==> config.mk <==
export PLATFORM = sky130hd
export DESIGN_NAME = svpwm_front
export DESIGN_NICKNAME = d
export VERILOG_FILES = /design/src/hw/rtl/svpwm_pkg.sv /design/src/hw/rtl/svpwm_front.sv
export SDC_FILE = /design/constraint.sdc
export NUM_CORES = 1
export LEC_CHECK = 0
export BUFFER_PORTS_ARGS = -buffer_cell sky130_fd_sc_hd__buf_2
export CAP_MARGIN = 20
export CORE_ASPECT_RATIO = 0.5
export CORE_UTILIZATION = 55
export CTS_BUF_LIST = sky130_fd_sc_hd__clkbuf_4
export DETAILED_ROUTE_END_ITERATION = 6
export GPL_ROUTABILITY_DRIVEN = 0
export GPL_TIMING_DRIVEN = 0
export PLACE_DENSITY = 0.74
export SYNTH_ARGS = -nofsm -noshare
export SYNTH_HDL_FRONTEND = slang
export SYNTH_SLANG_ARGS = --single-unit
export TNS_END_PERCENT = 1
==> constraint.sdc <==
create_clock -name clk -period 5.68 [get_ports clk]
set_clock_uncertainty 0.15 [all_clocks]
set_input_delay 0.568 -clock clk [delete_from_list [all_inputs] [get_ports clk]]
set_output_delay 0.568 -clock clk [all_outputs]
set_load 0.02 [all_outputs]
==> src/hw/rtl/svpwm_pkg.sv <==
// ----------------------------------------------------------------------------
// SVPWM package
// Fixed-point constants, sector codes and shared types of the SVPWM compare
// generator.
// ----------------------------------------------------------------------------
package svpwm_pkg;

    localparam logic [16:0] SQRT3_Q16      = 17'd113512;
    localparam logic [16:0] SQRT3_BY_2_Q16 = 17'd56756;
    localparam int          FRAC_BITS      = 16;

    localparam int          CMP_WIDTH      = 15;
    localparam logic [14:0] CMP_MAX        = 15'h7fff;

    localparam logic [31:0] PERIOD_RESET   = 32'd4200;
    localparam int          TIME_SAT_BIT   = 62;

    localparam int          QUEUE_DEPTH    = 4;
    localparam int          QUEUE_AW       = $clog2(QUEUE_DEPTH);

    typedef logic [2:0] sector_t;

    localparam sector_t SECTOR_ZERO = 3'd0;
    localparam sector_t SECTOR_1    = 3'd1;
    localparam sector_t SECTOR_2    = 3'd2;
    localparam sector_t SECTOR_3    = 3'd3;
    localparam sector_t SECTOR_4    = 3'd4;
    localparam sector_t SECTOR_5    = 3'd5;
    localparam sector_t SECTOR_6    = 3'd6;

    typedef struct packed {
        logic full;
        logic empty;
    } queue_status_t;

endpackage

==> src/hw/rtl/svpwm_front.sv <==
// ----------------------------------------------------------------------------
// SVPWM front
// Accepts voltage vectors, finds the sector and the two active projections.
// ----------------------------------------------------------------------------
module svpwm_front
    import svpwm_pkg::*;
#(
    parameter int VOLT_WIDTH = 16
)
(
    input  logic                         clk,
    input  logic                         rst_n,
    input  logic                         item_valid,
    output logic                         item_stall,
    input  logic signed [VOLT_WIDTH-1:0] valpha,
    input  logic signed [VOLT_WIDTH-1:0] vbeta,
    input  logic        [VOLT_WIDTH-1:0] udc,
    input  queue_status_t                queue_status,
    output logic                         push,
    output logic [VOLT_WIDTH+15:0]       proj_x,
    output logic [VOLT_WIDTH+15:0]       proj_y,
    output logic [VOLT_WIDTH-1:0]        udc_fix,
    output sector_t                      sector
);

    localparam int EW  = VOLT_WIDTH + 18;
    localparam int EUW = VOLT_WIDTH + 16;

    logic                         f1_valid_reg;
    logic signed [EW-1:0]         f1_u_reg;
    logic signed [VOLT_WIDTH-1:0] f1_vb_reg;
    logic [VOLT_WIDTH-1:0]        f1_udc_reg;

    logic                         f2_valid_reg;
    logic [EUW-1:0]               f2_x_reg;
    logic [EUW-1:0]               f2_y_reg;
    logic [VOLT_WIDTH-1:0]        f2_udc_reg;
    sector_t                      f2_sector_reg;

    logic                         en1;
    logic                         en2;
    logic signed [EW-1:0]         u_next;
    logic signed [EW-1:0]         hb;
    logic signed [EW-1:0]         bb;
    logic signed [EW-1:0]         p1;
    logic signed [EW-1:0]         p2;
    logic signed [EW-1:0]         p3;
    logic signed [EW-1:0]         p4;
    logic signed [EW-1:0]         p5;
    logic signed [EW-1:0]         p6;
    sector_t                      sector_next;
    logic [EUW-1:0]               x_next;
    logic [EUW-1:0]               y_next;

    function automatic logic [EUW-1:0] pos_part(input logic signed [EW-1:0] p);
        return (p > 0) ? p[EUW-1:0] : '0;
    endfunction

    assign push       = f2_valid_reg && !queue_status.full;
    assign en2        = !f2_valid_reg || push;
    assign en1        = !f1_valid_reg || en2;
    assign item_stall = !en1;

    assign u_next = EW'(valpha) * $signed({1'b0, SQRT3_BY_2_Q16});
    assign hb     = EW'(f1_vb_reg) <<< 15;
    assign bb     = EW'(f1_vb_reg) <<< 16;
    assign p1     = hb - f1_u_reg;
    assign p2     = f1_u_reg + hb;
    assign p3     = f1_u_reg - hb;
    assign p4     = -f1_u_reg - hb;
    assign p5     = bb;
    assign p6     = -bb;

    always_comb
    begin
        sector_next    = SECTOR_ZERO;
        sector_next[0] = (f1_vb_reg > 0);
        sector_next[1] = (p3 > 0);
        sector_next[2] = (p4 > 0);
        unique case (sector_next)
            SECTOR_1:
            begin
                x_next = pos_part(p1);
                y_next = pos_part(p2);
            end
            SECTOR_2:
            begin
                x_next = pos_part(p2);
                y_next = pos_part(p6);
            end
            SECTOR_3:
            begin
                x_next = pos_part(p3);
                y_next = pos_part(p5);
            end
            SECTOR_4:
            begin
                x_next = pos_part(p6);
                y_next = pos_part(p1);
            end
            SECTOR_5:
            begin
                x_next = pos_part(p5);
                y_next = pos_part(p4);
            end
            SECTOR_6:
            begin
                x_next = pos_part(p4);
                y_next = pos_part(p3);
            end
            default:
            begin
                x_next = '0;
                y_next = '0;
            end
        endcase
    end

    always_ff @(posedge clk or negedge rst_n)
    begin
        if (!rst_n)
        begin
            f1_valid_reg <= 1'b0;
            f2_valid_reg <= 1'b0;
        end
        else
        begin
            if (en1)
            begin
                f1_valid_reg <= item_valid;
            end
            if (en2)
            begin
                f2_valid_reg <= f1_valid_reg;
            end
        end
    end

    always_ff @(posedge clk)
    begin
        if (en1)
        begin
            f1_u_reg   <= u_next;
            f1_vb_reg  <= vbeta;
            f1_udc_reg <= (udc == '0) ? VOLT_WIDTH'(1) : udc;
        end
        if (en2)
        begin
            f2_x_reg      <= x_next;
            f2_y_reg      <= y_next;
            f2_udc_reg    <= f1_udc_reg;
            f2_sector_reg <= sector_next;
        end
    end

    assign proj_x  = f2_x_reg;
    assign proj_y  = f2_y_reg;
    assign udc_fix = f2_udc_reg;
    assign sector  = f2_sector_reg;

endmodule

==> impl_results.md <==
* Die Wd at 260 um
* Largest net degree at the start of global routing at 75
* Mapped Cells at 1986
* Worst slew pin tran at ~1.0 ns
* Final HPWL DP at 44.2 mm
* Clock Tree Buf Depth at 2
* Post-synthesis register bit count at 144
* Slew HR at 0.315
* Synth Warn # at 0
* Post-synthesis sequential area ratio at 0.236
* ANT nets after route at 0
* Routed WL at 54.7 mm
* Max Cap Violations at 0
* HP Class: input pin to async pin
* Row count at 46
* CTS buffer count at 17
* Unrepaired setup endpoints after global routing: yes
* Initial DRC Count at ~2500
* Synth unique cells at 109
* GR Overflow Total at 0
* Final setup vio count at 12
* Crit-path max FO at 10
* Reg2Reg Depth at 18
* Top delay family on crit path: simple AND/OR/NAND/NOR gates
* Mapped Area at 18300 um^2
* Clk root buf: clkbuf_4
* Most common cell on crit path: ha_1
* Setup TNS at -0.468 ns
* Placed Cells at 2555
* Final Slew Violations at 0
* First-pass GRT wire length at 83.2 mm
* Crit path arrival time at ~6.0 ns
* Layout fillers at 2690
* Met1 GRT Util at 0.437
* Crit-path cells: inv_1 -> ha_1 -> ha_1 -> clkbuf_1 -> nand2_1 -> or2_2 -> a311oi_1 -> o21ai_1 -> a21oi_1 -> xnor2_1 -> nand3_1 -> nor4_2 -> nand4_1 -> buf_6 -> nand2_2 -> buf_4 -> o22ai_1 -> a2111o_1
* Global-route usage over all layers at 0.320
* Period minus WS final at 5.80 ns
* Worst-skew pair later-pin latency at 0.65 ns
* Die Ht at 131 um
* Pre-Repair DR Iteration Count at 7
* Non-Filler Instances at between 2000 and 3000
* Vias in the first global route at 15097
* Setup Crit Path Kind: flop to flop
* Syn_area_per_cell at approximately 9 um^2
* Buf/Inv on CP at 4
* DRC at 12
* Fin util at 0.637
* CTS tree: yes
* Initial antenna violation count at 2
* H-tree levels at 4
* Synth Flop Type: edfxtp_1
* Critical Path RT at roughly 6 ns
* CP peak stage delay at 0.51 ns
* Core box area at 32200 um^2
* Area Growth Syn to Fin at 12.1%
* Area of the multi-input gates at 12900 um^2
* DR WL/cell at 20.8 um
* Top Usage Layer GRT: met2
* Post-route cell area at 20500 um^2
* Crit. End Element: flop
* Post-Place Cell Area at roughly 20000 um^2
* Vias per inst at approximately 6.3
* CP Launch Type: flop
* Top Ports at 138
* Number of synthesized flops with an enable pin at 142
* Total Die Area at between 30000 and 40000 um^2
* Layout cell share with drive strength beyond 1 at 0.143
* Status: finished with violations
* Post-synth ARST share at 0.0139
* Violated checks: DRC, setup timing
* TritonCTS Sinks at 144
* Critical Path Stages at 18
* Final WS setup at -0.117 ns
* Clk slew on worst S/H paths at 0.16 ns
* Starting Density at 0.568
* M2 GR Usage at 0.470
* M3 GR Usage at 0.0788
* NumNets Final at about 2600
* CP max stage cell: edfxtp_1
* DR vias at 16463
* Area occupied by registers at 4310 um^2
* Crit share post-route at 1.02
* IO buf count at 132
* Largest register FFs at 31
* Final-report hold violation count at 0
* Highest clock rate at 0.172 GHz
==> cells in the mapped netlist (15+ instances only) <==
cell type  instances  area, um^2
a211o_1           17         149
a211oi_1          18         135
a21o_1            29         218
a21oi_1          106         531
clkbuf_1          48         180
edfxtp_1         142        4260
fa_1             117        2340
ha_1             226        2830
inv_1            275        1030
nand2_1          107         402
nand2b_1          21         131
nand3_1           38         190
nand4_1           22         138
nor2_1           126         473
nor2b_1           15        93.8
nor3_1            59         295
nor4_1            32         200
o211ai_1          17         128
o21ai_0           54         270
o22ai_1           25         156
o31ai_1           17         128
or2_2             15        93.8
or4_1             15         113
xnor2_1           88         771
xor2_1            26         228
==> routing by layer <==
| layer | part of all wire | wire (um) |
|---|---|---|
| met1 | 0.43 | 23300 |
| met2 | 0.40 | 21900 |
| met3 | 0.12 | 6420 |
| met4 | 0.057 | 3110 |
| met5 | 0 | 0 |
==> per-stage QoR <==
step	hold WS, ns	setup WS [ns]
6_report	0.0480	-0.117
4_1_cts	0.00166	-0.0401
2_1_floorplan	0.122	0.00589
3_5_place_dp	0.206	-0.837
5_1_grt	0.0404	-0.103
3_3_place_gp	0.203	-0.797
==> layout make-up <==
class,count,area share
multi-input cells,1486,0.627
flip-flops and latches,144,0.210
repair buffers,177,0.0536
inverters,281,0.0515
clock inverters,15,0.00731
well taps,432,0.0263
clock buffers,17,0.00622
diodes,1,0.000122
plain buffers,76,0.0182
==> kinds of logic after synthesis <==
| family | synth area share |
|---|---|
| buffers and inverters | 0.0781 |
| AOI/OAI and AO/OA | 0.190 |
| other | 0.000205 |
| DFF | 0.236 |
| and+or+nand+nor | 0.156 |
| xor gates and xnor gates | 0.0545 |
| muxes | 0.00164 |
| adders and majority gates | 0.283 |
==> timing repair <==
action                                  4_1_cts  5_1_grt
endpoints found under the setup margin       58       66
hold endpoints to repair                     25        0
pin swaps                                     0        3
setup buffers                                 1       18
hold buffers                                 24        0
resized for setup                            15       41
==> final timing paths <==
| kind | start | to | slack (ns) |
|---|---|---|---|
| worst max-delay path | f1_vb_reg[6]$_DFFE_PN_ | proj_y[22]$_SDFFCE_PN0P_ | -0.12 |
| worst min-delay path | rst_n | f1_valid_reg$_DFFE_PN0N_ | 0.05 |
| worst max register to register | f1_vb_reg[6]$_DFFE_PN_ | proj_y[22]$_SDFFCE_PN0P_ | -0.12 |
| worst min register to register | f1_udc_reg[7]$_SDFFCE_PN0N_ | udc_fix[7]$_DFFE_PP_ | 0.27 |
| max in group asynchronous | rst_n | f2_valid_reg$_DFFE_PN0P_ | 5.23 |
| min in group clk | udc[14] | f1_udc_reg[14]$_SDFFCE_PN0N_ | 0.05 |
==> worst register-to-register path, delay by kind of cell (launching register included) <==
family          cells  cell delay (ns)
compound gates      5             1.32
simple gates        6             1.64
xor+xnor            1             0.28
flops               1             0.51
buf+inv             4             1.02
fa+ha+maj           2             0.56
==> layout by cell type (no fill, tap or decap), drive strengths merged, types with 15 or more instances in the layout <==
cell / instances
or2: 15
xnor2: 88
ha: 226
nand4: 22
xor2: 26
clkbuf: 63
or4: 17
o31ai: 19
a211o: 18
nor4: 33
nand2b: 21
o21ai: 62
dlygate4sd3: 24
nor2: 126
fa: 117
inv: 283
nand2: 110
buf: 183
edfxtp: 142
o22ai: 25
nor2b: 16
nand3: 40
a21o: 29
a21oi: 107
o211ai: 19
nor3: 61
a211oi: 21
Power is not shown: default switching activity piles up to over one toggle a cycle in this logic, so the estimate is an artifact.
