### src/hw/rtl/svpwm_pkg.sv
// ----------------------------------------------------------------------------
// SVPWM package
// Fixed-point constants, sector codes and shared types of the SVPWM compare
// generator.
// ----------------------------------------------------------------------------
package svpwm_pkg;

    localparam logic [16:0] SQRT3_Q16      = 17'd113512;
    localparam logic [16:0] SQRT3_BY_2_Q16 = 17'd56756;
    localparam int          FRAC_BITS      = 16;

    localparam int          CMP_WIDTH      = 15;
    localparam logic [14:0] CMP_MAX        = 15'h7fff;

    localparam logic [31:0] PERIOD_RESET   = 32'd4200;
    localparam int          TIME_SAT_BIT   = 62;

    localparam int          QUEUE_DEPTH    = 4;
    localparam int          QUEUE_AW       = $clog2(QUEUE_DEPTH);

    typedef logic [2:0] sector_t;

    localparam sector_t SECTOR_ZERO = 3'd0;
    localparam sector_t SECTOR_1    = 3'd1;
    localparam sector_t SECTOR_2    = 3'd2;
    localparam sector_t SECTOR_3    = 3'd3;
    localparam sector_t SECTOR_4    = 3'd4;
    localparam sector_t SECTOR_5    = 3'd5;
    localparam sector_t SECTOR_6    = 3'd6;

    typedef struct packed {
        logic full;
        logic empty;
    } queue_status_t;

endpackage

### src/hw/rtl/svpwm_queue.sv
// ----------------------------------------------------------------------------
// SVPWM queue
// Short register queue between the classify front and the timing back.
// ----------------------------------------------------------------------------
module svpwm_queue
    import svpwm_pkg::*;
#(
    parameter int WIDTH = 8
)
(
    input  logic                 clk,
    input  logic                 rst_n,
    input  logic                 push,
    input  logic [WIDTH-1:0]     push_data,
    input  logic                 pop,
    output logic [WIDTH-1:0]     pop_data,
    output queue_status_t        status
);

    logic [WIDTH-1:0]    mem_reg [QUEUE_DEPTH];
    logic [QUEUE_AW-1:0] wr_ptr_reg;
    logic [QUEUE_AW-1:0] wr_ptr_next;
    logic [QUEUE_AW-1:0] rd_ptr_reg;
    logic [QUEUE_AW-1:0] rd_ptr_next;
    logic [QUEUE_AW:0]   count_reg;
    logic [QUEUE_AW:0]   count_next;

    always_comb
    begin
        wr_ptr_next = push ? wr_ptr_reg + 1'b1 : wr_ptr_reg;
        rd_ptr_next = pop ? rd_ptr_reg + 1'b1 : rd_ptr_reg;
        count_next  = count_reg;
        if (push && !pop)
        begin
            count_next = count_reg + 1'b1;
        end
        else if (pop && !push)
        begin
            count_next = count_reg - 1'b1;
        end
    end

    always_ff @(posedge clk or negedge rst_n)
    begin
        if (!rst_n)
        begin
            wr_ptr_reg <= '0;
            rd_ptr_reg <= '0;
            count_reg  <= '0;
        end
        else
        begin
            wr_ptr_reg <= wr_ptr_next;
            rd_ptr_reg <= rd_ptr_next;
            count_reg  <= count_next;
        end
    end

    always_ff @(posedge clk)
    begin
        if (push)
        begin
            mem_reg[wr_ptr_reg] <= push_data;
        end
    end

    assign pop_data     = mem_reg[rd_ptr_reg];
    assign status.full  = (count_reg == (QUEUE_AW+1)'(QUEUE_DEPTH));
    assign status.empty = (count_reg == '0);

endmodule

### config.mk
export PLATFORM = sky130hd
export DESIGN_NAME = svpwm_queue
export DESIGN_NICKNAME = d
export VERILOG_FILES = /design/src/hw/rtl/svpwm_pkg.sv /design/src/hw/rtl/svpwm_queue.sv
export SDC_FILE = /design/constraint.sdc
export NUM_CORES = 1
export LEC_CHECK = 0
export BUFFER_PORTS_ARGS = -buffer_cell sky130_fd_sc_hd__buf_2
export CAP_MARGIN = 20
export CORE_MARGIN = 3
export CORE_UTILIZATION = 55
export DETAILED_ROUTE_END_ITERATION = 10
export HOLD_SLACK_MARGIN = 0.03
export PLACE_DENSITY = 0.79
export SLEW_MARGIN = 20
export SYNTH_ARGS = -nofsm -noshare
export SYNTH_HDL_FRONTEND = slang
export SYNTH_SLANG_ARGS = --single-unit
### constraint.sdc
create_clock -name clk -period 1.4 [get_ports clk]
set_input_delay 0.14 -clock clk [delete_from_list [all_inputs] [get_ports clk]]
set_output_delay 0.14 -clock clk [all_outputs]
set_load 0.02 [all_outputs]
==> reports/qor.csv, run 1 <==
metric,value,unit
outcome,"complete, but fails checks",
failing checks,setup timing,
min-delay worst type,in2reg,
# fillers,137,
RSZ-0062 raised after global routing,true,
crit path capture,pop_data[1],
I/O Pins,22,
crit path launch,rd_ptr_reg[0]$_DFFE_PN0P_,
Setup Slack @ Placement,-0.0867,ns
CP max FO,4,
Final Hold Fails,0,
max-cap violations,0,
hpwl dp,1.80,mm
gr usage total,18.6,%
delay of the slowest critical-path stage,0.50,ns
clock tree buffer depth,2,
total clock sinks,39,
register bit count reported by yosys,39,
CTS root buf,clkbuf_4,
width of the die,59.0,um
Setup Skew,0.00391,ns
DR vias/cell,5.39,
clock-pin slew on the worst setup and hold paths,0.10,ns
RR Startpoint,count_reg[0]$_DFFE_PN0P_,
Core ar.,2570,sq um
Tmin final,1.72,ns
Wirelength per Cell,17.8,um
"commonest cells after routing, fill and taps aside","32 x edfxtp_1, 11 x buf_2, 11 x buf_6",
initial antenna violation count,0,
Max VDD drop,0.00203,V
DIE AREA,3490,sq um
total gr overflow,0,
worst slew pin tran,0.451,ns
largest net degree at the start of global routing,13,
Syn Area/Cell,20.4,sq um
DR iter-0 viols,17,
Leak,0.813,nW
PD cells,2070,nW/um^2
Synth cell types,17,
port bufs,21,
Critical Path RT,1.26,ns
R2R depth,4,
post-route design area,2090,sq um
drt total wl,2.77,mm
Core Rows,18,
Area growth syn-to-layout,34.8,%
final setup violation count,9,
Multi-input gate area,405,sq um
residual DRC count,0,
Synthesis Warnings,0,
ANT nets after route,0,
synthesized area,1550,sq um
crit path kind,reg2out,
worst skew pair latency,0.34,ns
CP cell instances,clkbuf_16 > mux4_2 > buf_6,
Die Y,59.0,um
Routability Congestion,0.690,
CTS Buf Count,5,
CP max-delay cell,mux4_2,
fraction of layout instances using a drive strength above 1,44.0,%
sequential cell area fraction in the yosys report,73.4,%
Mapped Cells,76,
first-pass GRT wire length,4.40,mm
dpl cell area,1780,sq um
Slew Limit Fails,0,
initial core utilization,60.3,%
Largest register FFs,32,
CP Capture Type,primary output,
"setup slack, reg-to-reg",0.08,ns
"most common cell after layout, fill and taps aside",edfxtp_1,
fin crit share,123,%
Min-Delay Path Depth,3,
Worst EP arrival,1.58,ns
CTS tree,done,
f_max,0.581,GHz
setup ws final,-0.320,ns
register area,1140,sq um
DR vias,836,
H-tree depth,2,
number of nets in the layout,142,
number of global-route vias before repair,902,
R2R Path End,count_reg[2]$_DFFE_PN0P_,
Hold Startpoint,pop,
Slew headroom,69.9,%
TritonRoute pass-1 iters,4,
antenna fix cells,0,
Startpoint Class,flip-flop,
syn nets,94,
==> layout make-up <==
cell class | count | share of cell area [%]
clock buffers | 5 | 1.80
clock inverters | 3 | 1.86
inverters | 4 | 0.719
multi-input cells | 31 | 19.4
flip-flops and latches | 39 | 54.6
well taps | 30 | 1.80
repair buffers | 43 | 19.8
==> per-layer routing <==
layer | share of wire (%) | vias to the layer above | global-route usage [%]
met5 | 0 | - | 0
li1 | - | 384 | -
met3 | 4.7 | 6 | 6.54
met4 | 1.9 | 0 | 7.77
met2 | 52 | 19 | 31.1
met1 | 41 | 427 | 22.0
==> Yosys cell counts (all sizes together) <==
| cell | number | area [sq um] |
|---|---|---|
| edfxtp | 32 | 961 |
| mux4 | 8 | 180 |
| dfrtp | 7 | 175 |
| ha | 5 | 62.6 |
| and2 | 4 | 25.0 |
| inv | 4 | 15.0 |
| xor2 | 4 | 35.0 |
| buf | 2 | 16.3 |
| nand2 | 2 | 7.51 |
| xnor2 | 2 | 17.5 |
| fa | 1 | 20.0 |
| mux2 | 1 | 11.3 |
| nor2 | 1 | 3.75 |
| nor3 | 1 | 5.00 |
| nor3b | 1 | 7.51 |
| o21ai | 1 | 5.00 |
==> power breakdown <==
part	leakage, nW	internal (mW)	total (mW)	switching [mW]
registers	0.374	1.56	1.78	0.224
logic	0.396	1.05	1.83	0.777
clock network	0.0426	0.367	0.712	0.345
total	0.813	2.98	4.32	1.35
==> critical path: cells and delay by family (launching register included) <==
| kind | cells | cell delay [ns] |
|---|---|---|
| buffers and inverters | 2 | 0.31 |
| multiplexers | 1 | 0.50 |
| flip-flops | 1 | 0.43 |
==> repair_timing <==
item / CTS / global route
pin swaps: 2 / 3
setup endpoints to repair: 11 / 11
gates cloned: 0 / 1
hold buffers: 9 / 0
resized for setup: 9 / 19
hold endpoints to repair: 39 / 0
setup buffers: 1 / 2
==> worst min-delay path by stage <==
| stage | endpoint | slack, ns |
|---|---|---|
| 3_3_place_gp | rd_ptr_reg[0]$_DFFE_PN0P_ | -0.02 |
| 3_5_place_dp | rd_ptr_reg[0]$_DFFE_PN0P_ | -0.01 |
| 5_1_grt | rd_ptr_reg[0]$_DFFE_PN0P_ | 0.07 |
| 6_report | rd_ptr_reg[0]$_DFFE_PN0P_ | 0.09 |
| 2_1_floorplan | count_reg[0]$_DFFE_PN0P_ | -0.16 |
| 4_1_cts | rd_ptr_reg[0]$_DFFE_PN0P_ | 0.08 |
==> metrics by stage <==
step | cells | power (mW) | hold WS (ns) | TNS, ns | utilization, %
after floorplan | 76 | 2.61 | -0.156 | 0 | -
after CTS | 152 | 4.00 | 0.0812 | -2.58 | 77.3
after global placement | 134 | 3.08 | -0.0208 | 0 | 69.3
after detailed placement | 134 | 3.15 | -0.0130 | -0.0867 | 69.3
final | 155 | 4.32 | 0.0920 | -2.47 | 81.3
after global routing | 155 | 4.57 | 0.0694 | -3.01 | 81.3
==> cells by family after synthesis <==
kind of cell	share of synthesized area, %
flops	73.4
mux	12.4
xor+xnor	3.40
fa+ha+maj	5.34
simple gates	3.15
buf+inv	2.02
compound gates	0.323
(Power assumes the default switching activity.)
==> run 2, diff against run 1 <==
- SETUP_SLACK_MARGIN: unset -> 0.02
==> reports/qor.csv, run 2 (synthesis gave the netlist of run 1 again) <==
metric,value,unit,change
worst slew pin tran,0.445,ns,was 0.451 ns
Setup Skew,0.00389,ns,was 0.00391 ns
gr usage total,18.7,%,was 18.6%
H-tree depth,2,,unchanged
Largest register FFs,32,,unchanged
CTS tree,done,,unchanged
Critical Path RT,1.26,ns,about the same
"commonest cells after routing, fill and taps aside","32 x edfxtp_1, 11 x buf_2, 11 x buf_6",,unchanged
final hold slack,0.106,ns,was 0.0920 ns
combinational power share,42.2,%,was 42.3%
Tmin final,1.72,ns,about the same
hpwl dp,1.80,mm,unchanged
clock share of power,16.4,%,was 16.5%
Die Y,59.0,um,unchanged
min-delay worst type,in2reg,,unchanged
fraction of layout instances using a drive strength above 1,44.0,%,unchanged
TritonRoute pass-1 iters,4,,unchanged
Slew headroom,70.4,%,was 69.9%
CP Capture Type,primary output,,unchanged
width of the die,59.0,um,unchanged
port bufs,21,,unchanged
fin crit share,123,%,about the same
total clock sinks,39,,unchanged
number of nets in the layout,142,,unchanged
worst skew pair latency,0.34,ns,about the same
Area growth syn-to-layout,34.8,%,unchanged
DR vias,835,,was 836
crit path kind,reg2out,,unchanged
ANT nets after route,0,,unchanged
P_sw,1.35,mW,about the same
clock-pin slew on the worst setup and hold paths,0.10,ns,about the same
post-route design area,2090,sq um,unchanged
max-cap violations,0,,unchanged
total gr overflow,0,,unchanged
dpl cell area,1780,sq um,unchanged
Wirelength per Cell,17.9,um,was 17.8 um
DIE AREA,3490,sq um,unchanged
first-pass GRT wire length,4.41,mm,was 4.40 mm
Setup Slack @ Placement,-0.0867,ns,unchanged
CTS root buf,clkbuf_4,,unchanged
DR vias/cell,5.39,,about the same
CTS Buf Count,5,,unchanged
Final Hold Fails,0,,unchanged
number of global-route vias before repair,915,,was 902
clock tree buffer depth,2,,unchanged
Reg power frac,41.4,%,was 41.2%
RSZ-0062 raised after global routing,true,,unchanged
PD cells,2070,nW/um^2,about the same
Routability Congestion,0.690,,unchanged
"most common cell after layout, fill and taps aside",edfxtp_1,,unchanged
I/O Pins,22,,unchanged
antenna fix cells,0,,unchanged
Slew Limit Fails,0,,unchanged
residual DRC count,0,,unchanged
Switching Share,31.1,%,about the same
internal cell power,2.98,mW,about the same
outcome,"complete, but fails checks",,unchanged
initial antenna violation count,0,,unchanged
Core Rows,18,,unchanged
f_max,0.581,GHz,about the same
Worst EP arrival,1.58,ns,about the same
Startpoint Class,flip-flop,,unchanged
drt total wl,2.77,mm,about the same
final setup violation count,8,,was 9
failing checks,setup timing,,unchanged
Core ar.,2570,sq um,unchanged
Leak,0.812,nW,was 0.813 nW
setup ws final,-0.320,ns,about the same
largest net degree at the start of global routing,13,,unchanged
initial core utilization,60.3,%,unchanged
CP max FO,4,,unchanged
DR iter-0 viols,41,,was 17
Max VDD drop,0.00200,V,was 0.00203 V
-- run 2: power by group through the flow --
stage	sequential, mW	combinational (mW)	clock (mW)
global placement	1.74	1.34	0
global route	1.83	1.96	0.790
detailed placement	1.77	1.38	0
floorplan	1.67	0.935	0
CTS	1.77	1.49	0.735
finish	1.79	1.83	0.710
-- run 2: final cells by class --
class | count | area [sq um]
multi-input cells | 31 | 405
fillers | 138 | 480
inverters | 4 | 15.0
well taps | 30 | 37.5
clock inverters | 3 | 38.8
clock buffers | 5 | 37.5
flip-flops and latches | 39 | 1140
repair buffers | 43 | 414
-- run 2: per-layer routing --
layer / global-route usage [%] / vias up / part of all wire [%]
li1: - / 384 / -
met1: 21.7 / 410 / 40
met2: 31.1 / 31 / 50
met3: 6.75 / 10 / 5.7
met4: 8.74 / 0 / 3.5
met5: 0 / - / 0
-- run 2: per-stage QoR --
step | instances | util [%] | power [mW] | setup TNS [ns]
after floorplan | 76 | - | 2.61 | 0
after global placement | 134 | 69.3 | 3.08 | 0
after detailed placement | 134 | 69.3 | 3.15 | -0.0867
after CTS | 152 | 77.3 | 4.00 | -2.58
after global routing | 155 | 81.3 | 4.58 | -3.00
final | 155 | 81.3 | 4.33 | -2.45
-- run 2: worst max-delay path: stages (launching register included) --
cell,delay (ns)
dfrtp_2,0.43
clkbuf_16,0.16
mux4_2,0.50
buf_6,0.15
-- run 2: what timing repair did --
| item | 4_1_cts | 5_1_grt |
|---|---|---|
| setup buffers | 1 | 2 |
| hold buffers | 9 | 0 |
| endpoints found under the setup margin | 11 | 11 |
| pin swaps | 4 | 1 |
| gates resized for setup | 9 | 19 |
| gates cloned | 0 | 1 |
| endpoints found under the hold margin | 39 | 0 |
-- run 2: worst paths after layout --
path                                           startpoint                   endpoint  slack, ns  depth (start not counted)
worst max register to register   count_reg[1]$_DFFE_PN0P_   count_reg[2]$_DFFE_PN0P_       0.04                          4
worst min-delay path                                  pop  rd_ptr_reg[0]$_DFFE_PN0P_       0.11                          3
max in group asynchronous                           rst_n  rd_ptr_reg[0]$_DFFE_PN0P_       1.06                          2
min in group asynchronous                           rst_n  wr_ptr_reg[1]$_DFFE_PN0P_       0.16                          2
worst max-delay path            rd_ptr_reg[0]$_DFFE_PN0P_                pop_data[1]      -0.32                          3
worst min register to register  wr_ptr_reg[0]$_DFFE_PN0P_  wr_ptr_reg[0]$_DFFE_PN0P_       0.56                          1
==> run 3, diff against run 2 <==
--- a/config.mk
+++ b/config.mk
@@ -11,2 +11,4 @@
 export CORE_UTILIZATION = 55
+export CTS_BUF_LIST = sky130_fd_sc_hd__clkbuf_8
+export CTS_CLUSTER_DIAMETER = 120
 export DETAILED_ROUTE_END_ITERATION = 10
--- a/constraint.sdc
+++ b/constraint.sdc
@@ -3,2 +3,2 @@
 set_output_delay 0.14 -clock clk [all_outputs]
-set_load 0.02 [all_outputs]
+set_load 0.005 [all_outputs]
==> reports/qor.csv, run 3 (synthesis gave the netlist of run 1 again) <==
metric,value,unit,change
outcome,"complete, but fails checks",,unchanged
failing checks,setup timing,,unchanged
CP max FO,9,,was 4
crit path kind,reg2out,,unchanged
first-pass GRT wire length,4.09,mm,was 4.41 mm
CTS Buf Count,5,,unchanged
delay of the slowest critical-path stage,0.51,ns,was 0.50 ns
DR iter-0 viols,29,,was 41
fin crit share,114,%,was 123%
setup ws final,-0.199,ns,was -0.320 ns
Max VDD drop,0.00155,V,was 0.00200 V
TritonRoute pass-1 iters,4,,unchanged
DR vias/cell,5.24,,was 5.39
max-cap violations,0,,unchanged
# fillers,176,,was 138
total gr overflow,0,,unchanged
worst skew pair latency,0.28,ns,was 0.34 ns
gr usage total,17.4,%,was 18.7%
Slew Limit Fails,0,,unchanged
largest net degree at the start of global routing,12,,was 13
number of nets in the layout,132,,was 142
Largest register FFs,32,,unchanged
Worst EP arrival,1.46,ns,was 1.58 ns
CP cell instances,buf_12 > mux4_2 > buf_2,,was clkbuf_16 > mux4_2 > buf_6
final setup violation count,8,,unchanged
CP top delay family,multiplexers,,unchanged
CTS root buf,clkbuf_8,,was clkbuf_4
clock tree buffer depth,2,,unchanged
port bufs,21,,unchanged
DR vias,760,,was 835
Area growth syn-to-layout,22.6,%,was 34.8%
min-delay worst type,in2reg,,unchanged
DIE AREA,3490,sq um,unchanged
Critical path buffers and inverters,2,,unchanged
I/O Pins,22,,unchanged
total power,3.68,mW,was 4.33 mW
Tmin final,1.60,ns,was 1.72 ns
hpwl dp,1.85,mm,was 1.80 mm
CP max-delay cell,mux4_2,,unchanged
fraction of layout instances using a drive strength above 1,41.7,%,was 44.0%
number of global-route vias before repair,871,,was 915
PD cells,1940,nW/um^2,was 2070 nW/um^2
drt total wl,2.54,mm,was 2.77 mm
Core Rows,18,,unchanged
Setup Skew,0.00111,ns,was 0.00389 ns
CP Capture Type,primary output,,unchanged
width of the die,59.0,um,unchanged
Slew headroom,70.8,%,was 70.4%
H-tree depth,2,,unchanged
Core ar.,2570,sq um,unchanged
"most common cell after layout, fill and taps aside",edfxtp_1,,unchanged
Leak,0.743,nW,was 0.812 nW
initial core utilization,60.3,%,unchanged
Startpoint Class,flip-flop,,unchanged
Wirelength per Cell,17.5,um,was 17.9 um
CTS tree,done,,unchanged
Critical Path RT,1.26,ns,about the same
RSZ-0062 raised after global routing,true,,unchanged
Die Y,59.0,um,unchanged
initial antenna violation count,0,,unchanged
total clock sinks,39,,unchanged
final hold slack,0.0784,ns,was 0.106 ns
ANT nets after route,0,,unchanged
worst slew pin tran,0.437,ns,was 0.445 ns
Final Hold Fails,0,,unchanged
Setup Slack @ Placement,-0.0859,ns,was -0.0867 ns
Routability Congestion,0.686,,was 0.690
residual DRC count,0,,unchanged
antenna fix cells,0,,unchanged
f_max,0.625,GHz,was 0.581 GHz
"commonest cells after routing, fill and taps aside","32 x edfxtp_1, 21 x buf_2, 8 x mux4_2, 8 x buf_4, 7 x dfrtp_1",,"was 32 x edfxtp_1, 11 x buf_2, 11 x buf_6"
clock-pin slew on the worst setup and hold paths,0.07,ns,was 0.10 ns
[run 3: cell count changes in the layout (fill, tap and decap cells not counted), sizes merged]
| cell | previous run | this run |
|---|---|---|
| buf | 33 | 32 |
| bufinv | 1 | 0 |
| clkinv | 2 | 1 |
| dlygate4sd3 | 9 | 1 |
| inv | 4 | 5 |
[run 3: power by group]
group          leakage [nW]  switching, mW  internal [mW]
logic                 0.317          0.497          0.718
registers             0.376          0.180           1.56
clock network        0.0500          0.341          0.387
[run 3: metal layers]
metal / routed length (um) / track usage [%] / up-vias / share of wire [%]
li1: - / - / 361 / -
met1: 1020 / 20.1 / 375 / 40
met2: 1370 / 30.4 / 20 / 54
met3: 108 / 4.58 / 4 / 4.3
met4: 39 / 7.77 / 0 / 1.5
met5: 0 / 0 / - / 0
[run 3: repair_timing]
action	4_1_cts	5_1_grt
pin swaps	2	2
hold buffers	1	0
endpoints found under the hold margin	7	0
gates resized for setup	1	0
buffers inserted	2	0
setup endpoints to repair	9	9
[run 3: stage by stage]
stage / setup TNS [ns] / util (%) / cell area (sq um) / std cells
floorplan: 0 / - / 1550 / 76
global placement: 0 / 69.3 / 1780 / 134
detailed placement: -0.0859 / 69.3 / 1780 / 134
CTS: -1.57 / 73.9 / 1900 / 145
global route: -1.83 / 73.9 / 1900 / 145
finish: -1.40 / 73.9 / 1900 / 145
[run 3: path summary, 6_finish.rpt]
| kind | start | endpoint | slack (ns) | depth (start not counted) |
|---|---|---|---|---|
| worst max-delay path | rd_ptr_reg[0]$_DFFE_PN0P_ | pop_data[0] | -0.20 | 3 |
| worst min-delay path | push_data[2] | mem_reg[0][2]$_DFFE_PP_ | 0.08 | 1 |
| worst max register to register | count_reg[1]$_DFFE_PN0P_ | count_reg[2]$_DFFE_PN0P_ | 0.07 | 4 |
| worst min register to register | count_reg[2]$_DFFE_PN0P_ | count_reg[2]$_DFFE_PN0P_ | 0.52 | 1 |
| max in group asynchronous | rst_n | count_reg[0]$_DFFE_PN0P_ | 1.00 | 2 |
| min in group asynchronous | rst_n | count_reg[2]$_DFFE_PN0P_ | 0.24 | 2 |
[run 3: final cells by class]
cell class	instances	area (sq um)	share of cell area, %
Inverter	4	15.0	0.792
Clock inverter	2	7.51	0.396
Sequential cell	39	1140	59.9
Tap cell	30	37.5	1.98
Timing Repair Buffer	33	235	12.4
Clock buffer	6	82.6	4.35
Multi-Input combinational cell	31	383	20.2
